$ cat src/hdl/lgs_pkg.sv
// lgs_pkg: shared types, constants and helper functions for the life-like grid step
// used by the channel interfaces, the top level and its checker; no dependencies
package lgs_pkg;

    localparam int GRID_W    = 64;
    localparam int ROW_W     = 8;
    localparam int ROWS      = 8;
    localparam int PAD_W     = 16;
    localparam int SIDE_W    = 48;
    localparam int RULE_W    = 18;
    localparam int MODE_W    = 2;
    localparam int CFG_IDX_W = 1;
    localparam int CFG_DATA_W = RULE_W;
    localparam int SIDE_PER_ROW = 6;
    localparam int COUNT_W   = 4;
    localparam int SEL_W     = 5;

    // default rule: birth on 3, survival on 2 and 3
    localparam logic [RULE_W-1:0] RULE_RESET = 18'h01808;

    // survival bits start above the nine birth bits
    localparam logic [SEL_W-1:0] SURVIVE_BASE = 5'd9;

    typedef enum logic [MODE_W-1:0] {
        BND_ZERO   = 2'd0,
        BND_TORUS  = 2'd1,
        BND_KLEIN  = 2'd2,
        BND_RANDOM = 2'd3
    } t_bnd_mode;

    typedef enum logic [CFG_IDX_W-1:0] {
        CFG_RULE_MASK     = 1'd0,
        CFG_BOUNDARY_MODE = 1'd1
    } t_cfg_idx;

    // bit reversal of one row by nibble, pair and bit swaps
    function automatic logic [ROW_W-1:0] bit_rev8(input logic [ROW_W-1:0] v);
        logic [ROW_W-1:0] a;
        logic [ROW_W-1:0] b;
        a = ((v & 8'hF0) >> 4) | ((v & 8'h0F) << 4);
        b = ((a & 8'hCC) >> 2) | ((a & 8'h33) << 2);
        return ((b & 8'hAA) >> 1) | ((b & 8'h55) << 1);
    endfunction

    // west and east shifted copies of one row, returned as {west, east}
    function automatic logic [2*ROW_W-1:0] shift_row(
        input logic [ROW_W-1:0] row,
        input t_bnd_mode        mode,
        input logic             wfill,
        input logic             efill
    );
        logic w_top;
        logic e_bot;
        unique case (mode)
            BND_TORUS, BND_KLEIN: begin
                w_top = row[0];
                e_bot = row[ROW_W-1];
            end
            BND_RANDOM: begin
                w_top = wfill;
                e_bot = efill;
            end
            default: begin
                w_top = 1'b0;
                e_bot = 1'b0;
            end
        endcase
        return {w_top, row[ROW_W-1:1], row[ROW_W-2:0], e_bot};
    endfunction

    // next state of one row from its three-row window
    function automatic logic [ROW_W-1:0] next_row(
        input logic [RULE_W-1:0]       rule,
        input t_bnd_mode               mode,
        input logic [ROW_W-1:0]        above,
        input logic [ROW_W-1:0]        centre,
        input logic [ROW_W-1:0]        below,
        input logic [SIDE_PER_ROW-1:0] side
    );
        logic [ROW_W-1:0]   plain [3];
        logic [ROW_W-1:0]   west  [3];
        logic [ROW_W-1:0]   east  [3];
        logic [2*ROW_W-1:0] sh;
        logic [COUNT_W-1:0] cnt;
        logic [SEL_W-1:0]   sel;
        logic [ROW_W-1:0]   res;
        plain[0] = above;
        plain[1] = centre;
        plain[2] = below;
        for (int k = 0; k < 3; k++) begin
            sh = shift_row(plain[k], mode, side[2*k], side[2*k+1]);
            west[k] = sh[2*ROW_W-1:ROW_W];
            east[k] = sh[ROW_W-1:0];
        end
        // per column: eight neighbor bits, then rule lookup
        for (int j = 0; j < ROW_W; j++) begin
            cnt = COUNT_W'(west[0][j]) + COUNT_W'(east[0][j]) + COUNT_W'(plain[0][j])
                + COUNT_W'(west[1][j]) + COUNT_W'(east[1][j])
                + COUNT_W'(west[2][j]) + COUNT_W'(east[2][j]) + COUNT_W'(plain[2][j]);
            sel = centre[j] ? (SURVIVE_BASE + SEL_W'(cnt)) : SEL_W'(cnt);
            res[j] = rule[sel];
        end
        return res;
    endfunction

endpackage

$ cat src/hdl/lgs_in_if.sv
// lgs_in_if: valid/ready channel carrying one grid word and its random border bits
// depends on lgs_pkg for field widths
interface lgs_in_if
    import lgs_pkg::*;
();
    logic                valid;
    logic                ready;
    logic [GRID_W-1:0]   current_grid;
    logic [PAD_W-1:0]    pad_random;
    logic [SIDE_W-1:0]   side_random;

    modport source (output valid, current_grid, pad_random, side_random, input ready);
    modport sink   (input valid, current_grid, pad_random, side_random, output ready);
endinterface

$ cat src/hdl/lgs_out_if.sv
// lgs_out_if: valid/ready channel carrying one next-generation grid word
// depends on lgs_pkg for field widths
interface lgs_out_if
    import lgs_pkg::*;
();
    logic                valid;
    logic                ready;
    logic [GRID_W-1:0]   next_grid;

    modport source (output valid, next_grid, input ready);
    modport sink   (input valid, next_grid, output ready);
endinterface

$ cat src/hdl/life_like_grid_step_top.sv
// the result passes through the input register and then the result register
// throughput: one grid word per cycle while the output is not stalled; the generation step is a single combinational
// pass of neighbor counts and rule lookups between the two registers
// both stages pass on ready, so while a result waits the input takes a transfer only into an empty input stage
// reset (synchronous, active low) empties both stages and restores rule 0x1808, zero border
// depends on lgs_pkg, lgs_in_if, lgs_out_if
module life_like_grid_step_top
    import lgs_pkg::*;
(
    input  logic                  i_clk,
    input  logic                  i_rst_n,
    lgs_in_if.sink                i_in,
    lgs_out_if.source             o_out,
    input  logic                  i_cfg_we,
    input  logic [CFG_IDX_W-1:0]  i_cfg_index,
    input  logic [CFG_DATA_W-1:0] i_cfg_data
);

    logic [RULE_W-1:0] r_rule;
    t_bnd_mode         r_mode;

    logic              r_s1_valid;
    logic [GRID_W-1:0] r_s1_grid;
    logic [PAD_W-1:0]  r_s1_pad;
    logic [SIDE_W-1:0] r_s1_side;

    logic              r_out_valid;
    logic [GRID_W-1:0] r_out_grid;

    logic              s1_advance;
    logic              in_xfer;
    logic [ROW_W-1:0]  rows [ROWS+2];
    logic [GRID_W-1:0] n_out_grid;

    // handshake: each stage moves when the one after it has room
    assign s1_advance = r_s1_valid && (!r_out_valid || o_out.ready);
    assign i_in.ready = !r_s1_valid || s1_advance;
    assign in_xfer    = i_in.valid && i_in.ready;

    assign o_out.valid     = r_out_valid;
    assign o_out.next_grid = r_out_grid;

    // configuration registers
    always_ff @(posedge i_clk) begin
        if (!i_rst_n) begin
            r_rule <= RULE_RESET;
            r_mode <= BND_ZERO;
        end else if (i_cfg_we) begin
            unique case (t_cfg_idx'(i_cfg_index))
                CFG_RULE_MASK:     r_rule <= i_cfg_data[RULE_W-1:0];
                CFG_BOUNDARY_MODE: r_mode <= t_bnd_mode'(i_cfg_data[MODE_W-1:0]);
                default:           r_rule <= r_rule;
            endcase
        end
    end

    // grid rows with vertical padding above and below
    always_comb begin
        for (int i = 0; i < ROWS; i++) begin
            rows[i+1] = r_s1_grid[i*ROW_W +: ROW_W];
        end
        unique case (r_mode)
            BND_TORUS: begin
                rows[0]      = rows[ROWS];
                rows[ROWS+1] = rows[1];
            end
            BND_KLEIN: begin
                rows[0]      = bit_rev8(rows[ROWS]);
                rows[ROWS+1] = bit_rev8(rows[1]);
            end
            BND_RANDOM: begin
                rows[0]      = r_s1_pad[ROW_W-1:0];
                rows[ROWS+1] = r_s1_pad[PAD_W-1:ROW_W];
            end
            default: begin
                rows[0]      = '0;
                rows[ROWS+1] = '0;
            end
        endcase
    end

    // one generation, row by row
    always_comb begin
        for (int i = 0; i < ROWS; i++) begin
            n_out_grid[i*ROW_W +: ROW_W] = next_row(r_rule, r_mode, rows[i], rows[i+1],
                rows[i+2], r_s1_side[i*SIDE_PER_ROW +: SIDE_PER_ROW]);
        end
    end

    // input stage
    always_ff @(posedge i_clk) begin
        if (!i_rst_n) begin
            r_s1_valid <= 1'b0;
        end else if (i_in.ready) begin
            r_s1_valid <= i_in.valid;
        end
        if (in_xfer) begin
            r_s1_grid <= i_in.current_grid;
            r_s1_pad  <= i_in.pad_random;
            r_s1_side <= i_in.side_random;
        end
    end

    // result stage
    always_ff @(posedge i_clk) begin
        if (!i_rst_n) begin
            r_out_valid <= 1'b0;
        end else if (!r_out_valid || o_out.ready) begin
            r_out_valid <= r_s1_valid;
        end
        if (s1_advance) begin
            r_out_grid <= n_out_grid;
        end
    end

endmodule

$ cat src/flat_wrapper.sv
// flat-port wrapper written by rule: the top's interface ports become plain ports
module life_like_grid_step_top_flat import lgs_pkg::*;
  (i_clk, i_rst_n, i_cfg_we, i_cfg_index, i_cfg_data, i_in_valid, i_in_current_grid, i_in_pad_random, i_in_side_random, i_in_ready, o_out_valid, o_out_next_grid, o_out_ready);
  lgs_in_if i_in_i ();
  lgs_out_if o_out_i ();
  input  logic i_clk;
  input  logic i_rst_n;
  input  logic i_cfg_we;
  input  logic [CFG_IDX_W-1:0] i_cfg_index;
  input  logic [CFG_DATA_W-1:0] i_cfg_data;
  input wire logic [$bits(i_in_i.valid)-1:0] i_in_valid;
  input wire logic [$bits(i_in_i.current_grid)-1:0] i_in_current_grid;
  input wire logic [$bits(i_in_i.pad_random)-1:0] i_in_pad_random;
  input wire logic [$bits(i_in_i.side_random)-1:0] i_in_side_random;
  output wire logic [$bits(i_in_i.ready)-1:0] i_in_ready;
  output wire logic [$bits(o_out_i.valid)-1:0] o_out_valid;
  output wire logic [$bits(o_out_i.next_grid)-1:0] o_out_next_grid;
  input wire logic [$bits(o_out_i.ready)-1:0] o_out_ready;
  assign i_in_i.valid = i_in_valid;
  assign i_in_i.current_grid = i_in_current_grid;
  assign i_in_i.pad_random = i_in_pad_random;
  assign i_in_i.side_random = i_in_side_random;
  assign i_in_ready = i_in_i.ready;
  assign o_out_valid = o_out_i.valid;
  assign o_out_next_grid = o_out_i.next_grid;
  assign o_out_i.ready = o_out_ready;
  life_like_grid_step_top u_core (.i_clk(i_clk), .i_rst_n(i_rst_n), .i_in(i_in_i), .o_out(o_out_i), .i_cfg_we(i_cfg_we), .i_cfg_index(i_cfg_index), .i_cfg_data(i_cfg_data));
endmodule
$ cat config.mk
export PLATFORM = sky130hd
export DESIGN_NAME = life_like_grid_step_top_flat
export DESIGN_NICKNAME = d
export VERILOG_FILES = /design/src/hdl/lgs_pkg.sv /design/src/hdl/lgs_in_if.sv /design/src/hdl/lgs_out_if.sv /design/src/hdl/life_like_grid_step_top.sv /design/src/flat_wrapper.sv
export SDC_FILE = /design/constraint.sdc
export NUM_CORES = 2
export LEC_CHECK = 0
export BUFFER_PORTS_ARGS = -buffer_cell sky130_fd_sc_hd__buf_2
export CAP_MARGIN = 10
export CORE_MARGIN = 3
export CORE_UTILIZATION = 40
export CTS_CLUSTER_DIAMETER = 150
export DETAILED_ROUTE_END_ITERATION = 8
export PLACE_DENSITY = 0.56
export SETUP_SLACK_MARGIN = 0.2
export SLEW_MARGIN = 20
export SYNTH_ARGS = -nofsm -noshare
export SYNTH_HDL_FRONTEND = slang
export SYNTH_SLANG_ARGS = --single-unit
export TNS_END_PERCENT = 50
$ cat constraint.sdc
create_clock -name i_clk -period 5.8 [get_ports i_clk]
set_input_delay 0.87 -clock i_clk [delete_from_list [all_inputs] [get_ports i_clk]]
set_output_delay 0.87 -clock i_clk [all_outputs]
set_load 0.01 [all_outputs]
==> results by group <==
CTS
  • Reg clk slew, reported paths: around 0.060 ns
  • Inserted Clock Buffers: 28
  • CTS tree: yes
  • Clock Path Buffers: 3
  • Clk root buf: clkbuf_16
  • Hold-fix buffers, CTS: 0
  • # clock sinks: about 210
  • Clk_lat worst skew: around 0.66 ns
  • H-tree depth: 1

Global routing
  • Met1 usage: a little under two fifths
  • First-pass GRT wire length: a little over 200 mm
  • GRT busiest layer: met2
  • Remaining global-route overflow: 0
  • All-Layer GR Usage: between 20% and 30%
  • Vias in the first global route: around 34000
  • Initial antenna violation count: 4
  • Largest net degree at the start of global routing: 76
  • M2 GR Usage: approximately 46%
  • GR Layer Usage met3: 5.36%

Final layout
  • Final non-filler cell total: around 5600
  • Layout area overhead: 11.6%
  • Layout fillers: between 8000 and 9000
  • Fraction of layout cells with a size suffix above 1: a little over an eighth
  • Nets@finish: between 5000 and 6000

Floorplan
  • IO Count: roughly 220
  • Core area: between 0.08 and 0.09 sq mm
  • Chip Width: 306 um
  • Die ar.: 0.0939 sq mm
  • Initial Util: roughly two fifths
  • Die H: 306 um
  • Cell row count: approximately 110

Yosys
  • Top cells by area, synth: edfxtp_1 (16%), fa_1 (14%), ha_1 (9.0%)
  • EDFF count, synth: roughly 190
  • Mux cell area share after synthesis: around 1.3%
  • Post-synth top area share: 16.0%
  • Cells after Synth: 4250
  • Synthesized area: 0.0361 sq mm
  • Avg Cell Area, Syn: roughly 8.5 sq um
  • Complex-gate fraction of the synthesized area: between 30 and 40%
  • Net Count, Synth: 4918
  • Ys Warns: 0
  • Cell with the most instances after synthesis: inv_1
  • Ys async rst share: 0%
  • Seq cells post-synth: 214
  • Synth Area in XOR/XNOR: 3.76%
  • Ys flop type: edfxtp_1
  • Largest family of logic cells by synthesized area: compound AO/OA/AOI/OAI gates
  • Seq/Total Area, Yosys: approximately 17%
  • Synth Area in Simple Gates: 15.4%
  • Post-Synth Adder-Cell Area: 23.2%
  • Yosys cell types: 84
  • Commonest cells in the synthesized netlist: inv_1 (474), a22oi_1 (328), nand2_1 (276), ha_1 (260), fa_1 (256)
  • Leading area contributor after synthesis: edfxtp_1

Place
  • Post-Place Cells: ~5500
  • Gpl congestion: approximately 0.9
  • Post-DP HPWL: 96.4 mm
  • Number of port buffers: between 200 and 250

Power and ir drop
  • Peak supply drop: around 0.28 mV
  • Pwr Density: around 320 mW/mm^2
  • Leakage power total: roughly 16 nW

STA
  • Final period util: between 90% and 100%
  • Fmax: 181 MHz
  • Clock period minus final worst setup slack: ~5.5 ns
  • Setup_tns: 0 ns
  • Count of pins over their slew limit: 0
  • Final Hold Fails: 0
  • Unrepaired setup endpoints after global routing: yes
  • Final setup fails: 0
  • Clock Skew: between 0.05 and 0.06 ns
  • Worst slew margin: between 10% and 20%
  • Worst-margin pin slew: 1.21 ns

Setup path
  • Critical Path Max Stage Delay: 0.59 ns
  • RR Endpoint: u_core.o_out.next_grid[61]
  • Delay-heaviest family, CP: adder cells
  • R2R Setup Slk: roughly 0.28 ns
  • R2r worst-path depth: 16
  • CP most frequent cell: fa_1
  • CP Data Required Time: between 6 and 7 ns
  • Cell Chain, Critical Path: ha_2 -> buf_4 -> a222oi_1 -> or2_2 -> fa_1 -> fa_1 -> fa_1 -> fa_1 -> inv_1 -> ha_1 -> and3b_1 -> a31oi_1 -> o22ai_1 -> nor4b_1 -> o31ai_1 -> mux2i_1
  • CP endpoint kind: flop
  • Critical path class: flop to flop
  • CP bufs+invs: 2
  • Critical Path Source Type: flop
  • CP max-delay cell: fa_1
  • Origin of the critical flop-to-flop path: u_core.r_mode[1]
  • WP data arrival: 5.96 ns
  • Crit-path max FO: 11

Drt
  • Routed vias/inst: 6.39
  • Router iterations before antenna repair: 9
  • Initial DRC count: around 4200
  • Residual DRC: 18
  • Drt total wl: 139 mm
  • Drt wl/cell: about 25 um
  • Vias: 35800
  • Antenna viol nets, final: 0

Min path
  • Worst Hold End: u_core.r_s1_grid[2]
  • Worst Hold Depth: 1
  • Hold crit path type: primary input to flop
  • Hold path start: i_in_current_grid[2]

Job
  • Max Cap Viol: 0

Outcome
  • Violated checks: DRC
  • Outcome: finished, violations left
-- metal layers --
| layer | wire length, um | vias to the layer above |
|---|---|---|
| met5 | 20 | - |
| met4 | 6740 | 2 |
| met3 | 13800 | 368 |
| met2 | 62200 | 1869 |
| met1 | 56600 | 17200 |
| li1 | - | 16300 |
-- where the power goes --
group          internal, mW  switching, mW
logic                  3.81           5.26
clock network          1.01          0.775
registers              1.93          0.214
total                  6.75           6.24
-- cell type report --
type | count | area (sq um) | share of cell area (%)
multi-input cells | 3306 | 27400 | 67.9
flip-flops and latches | 214 | 6240 | 15.5
repair buffers | 381 | 2490 | 6.19
inverters | 481 | 1810 | 4.48
well taps | 1165 | 1460 | 3.62
clock buffers | 38 | 758 | 1.88
clock inverters | 13 | 156 | 0.388
diodes | 1 | 2.50 | 0.00621
-- registers in the layout, indices dropped and copies added, names as in the netlist --
register and flops:
u_core.o_out.next_grid 64, u_core.o_out.valid 1, u_core.r_mode 2, u_core.r_rule 18
u_core.r_s1_grid 64, u_core.r_s1_pad 16, u_core.r_s1_side 48, u_core.r_s1_valid 1
-- layout by cell type, fill, tap and decap left out, drive strengths merged, types with 26 or more instances in the layout --
cell type and n:
mux2i 42, buf 379, nor2b 70, or3b 29, a22o 96, o31a 28
o22ai 128, o2111ai 40, fa 256, nor2 76, clkbuf 40, inv 484
a31oi 45, and3 46, o211ai 32, o21a 41, o21ai 305, nand3b 91
nor3 63, edfxtp 192, xor2 34, a221o 29, ha 260, nand3 88
nand2b 105, o31ai 93, a22oi 328, a21oi 170, a211oi 26, xnor2 121
a221oi 70, or3 26, nand2 276, and2 33
-- through the flow --
| step | hold slack [ns] | utilization, % | cell area [sq um] | setup slack, ns | power [mW] |
|---|---|---|---|---|---|
| 6_report | 0.389 | 45.3 | 40300 | 0.280 | 13.0 |
| 5_1_grt | 0.362 | 45.3 | 40300 | 0.0996 | 14.1 |
| 4_1_cts | 0.351 | 44.7 | 39700 | 0.160 | 12.7 |
| 3_5_place_dp | 0.503 | 43.6 | 38800 | 0.117 | 10.8 |
| 3_3_place_gp | 0.501 | 43.6 | 38800 | 0.129 | 10.8 |
| 2_1_floorplan | 0.476 | - | 36100 | 0.243 | 8.89 |
-- cell families (layout without fill, tap and decap cells) --
group | count (synthesis) | count (layout)
other | 0 | 1
AO/OA/AOI/OAI | 1585 | 1585
multiplexers | 46 | 46
AND/OR/NAND/NOR | 1004 | 1004
flip-flops | 214 | 214
adder cells (fa/ha/maj) | 516 | 516
buffers and inverters | 730 | 913
XOR/XNOR | 155 | 155
-- worst max-delay path by stage --
| stage | from | endpoint | slack, ns | cells past startpoint |
|---|---|---|---|---|
| after CTS | u_core.r_mode[1] | u_core.o_out.next_grid[2] | 0.16 | 18 |
| after global placement | u_core.r_mode[0] | u_core.o_out.next_grid[7] | 0.13 | 20 |
| final | u_core.r_mode[1] | u_core.o_out.next_grid[61] | 0.28 | 16 |
| after global routing | u_core.r_mode[1] | u_core.o_out.next_grid[63] | 0.1 | 23 |
| after detailed placement | u_core.r_mode[0] | u_core.o_out.next_grid[7] | 0.12 | 20 |
| after floorplan | u_core.r_mode[0] | u_core.o_out.next_grid[32] | 0.24 | 20 |
-- repair_timing --
action                                  4_1_cts  5_1_grt
endpoints found under the setup margin        8       27
cloned                                        0        2
pin swaps                                     1       37
gates resized for setup                       5       87
buffers inserted                              1       22
(Power assumes the default switching activity.)
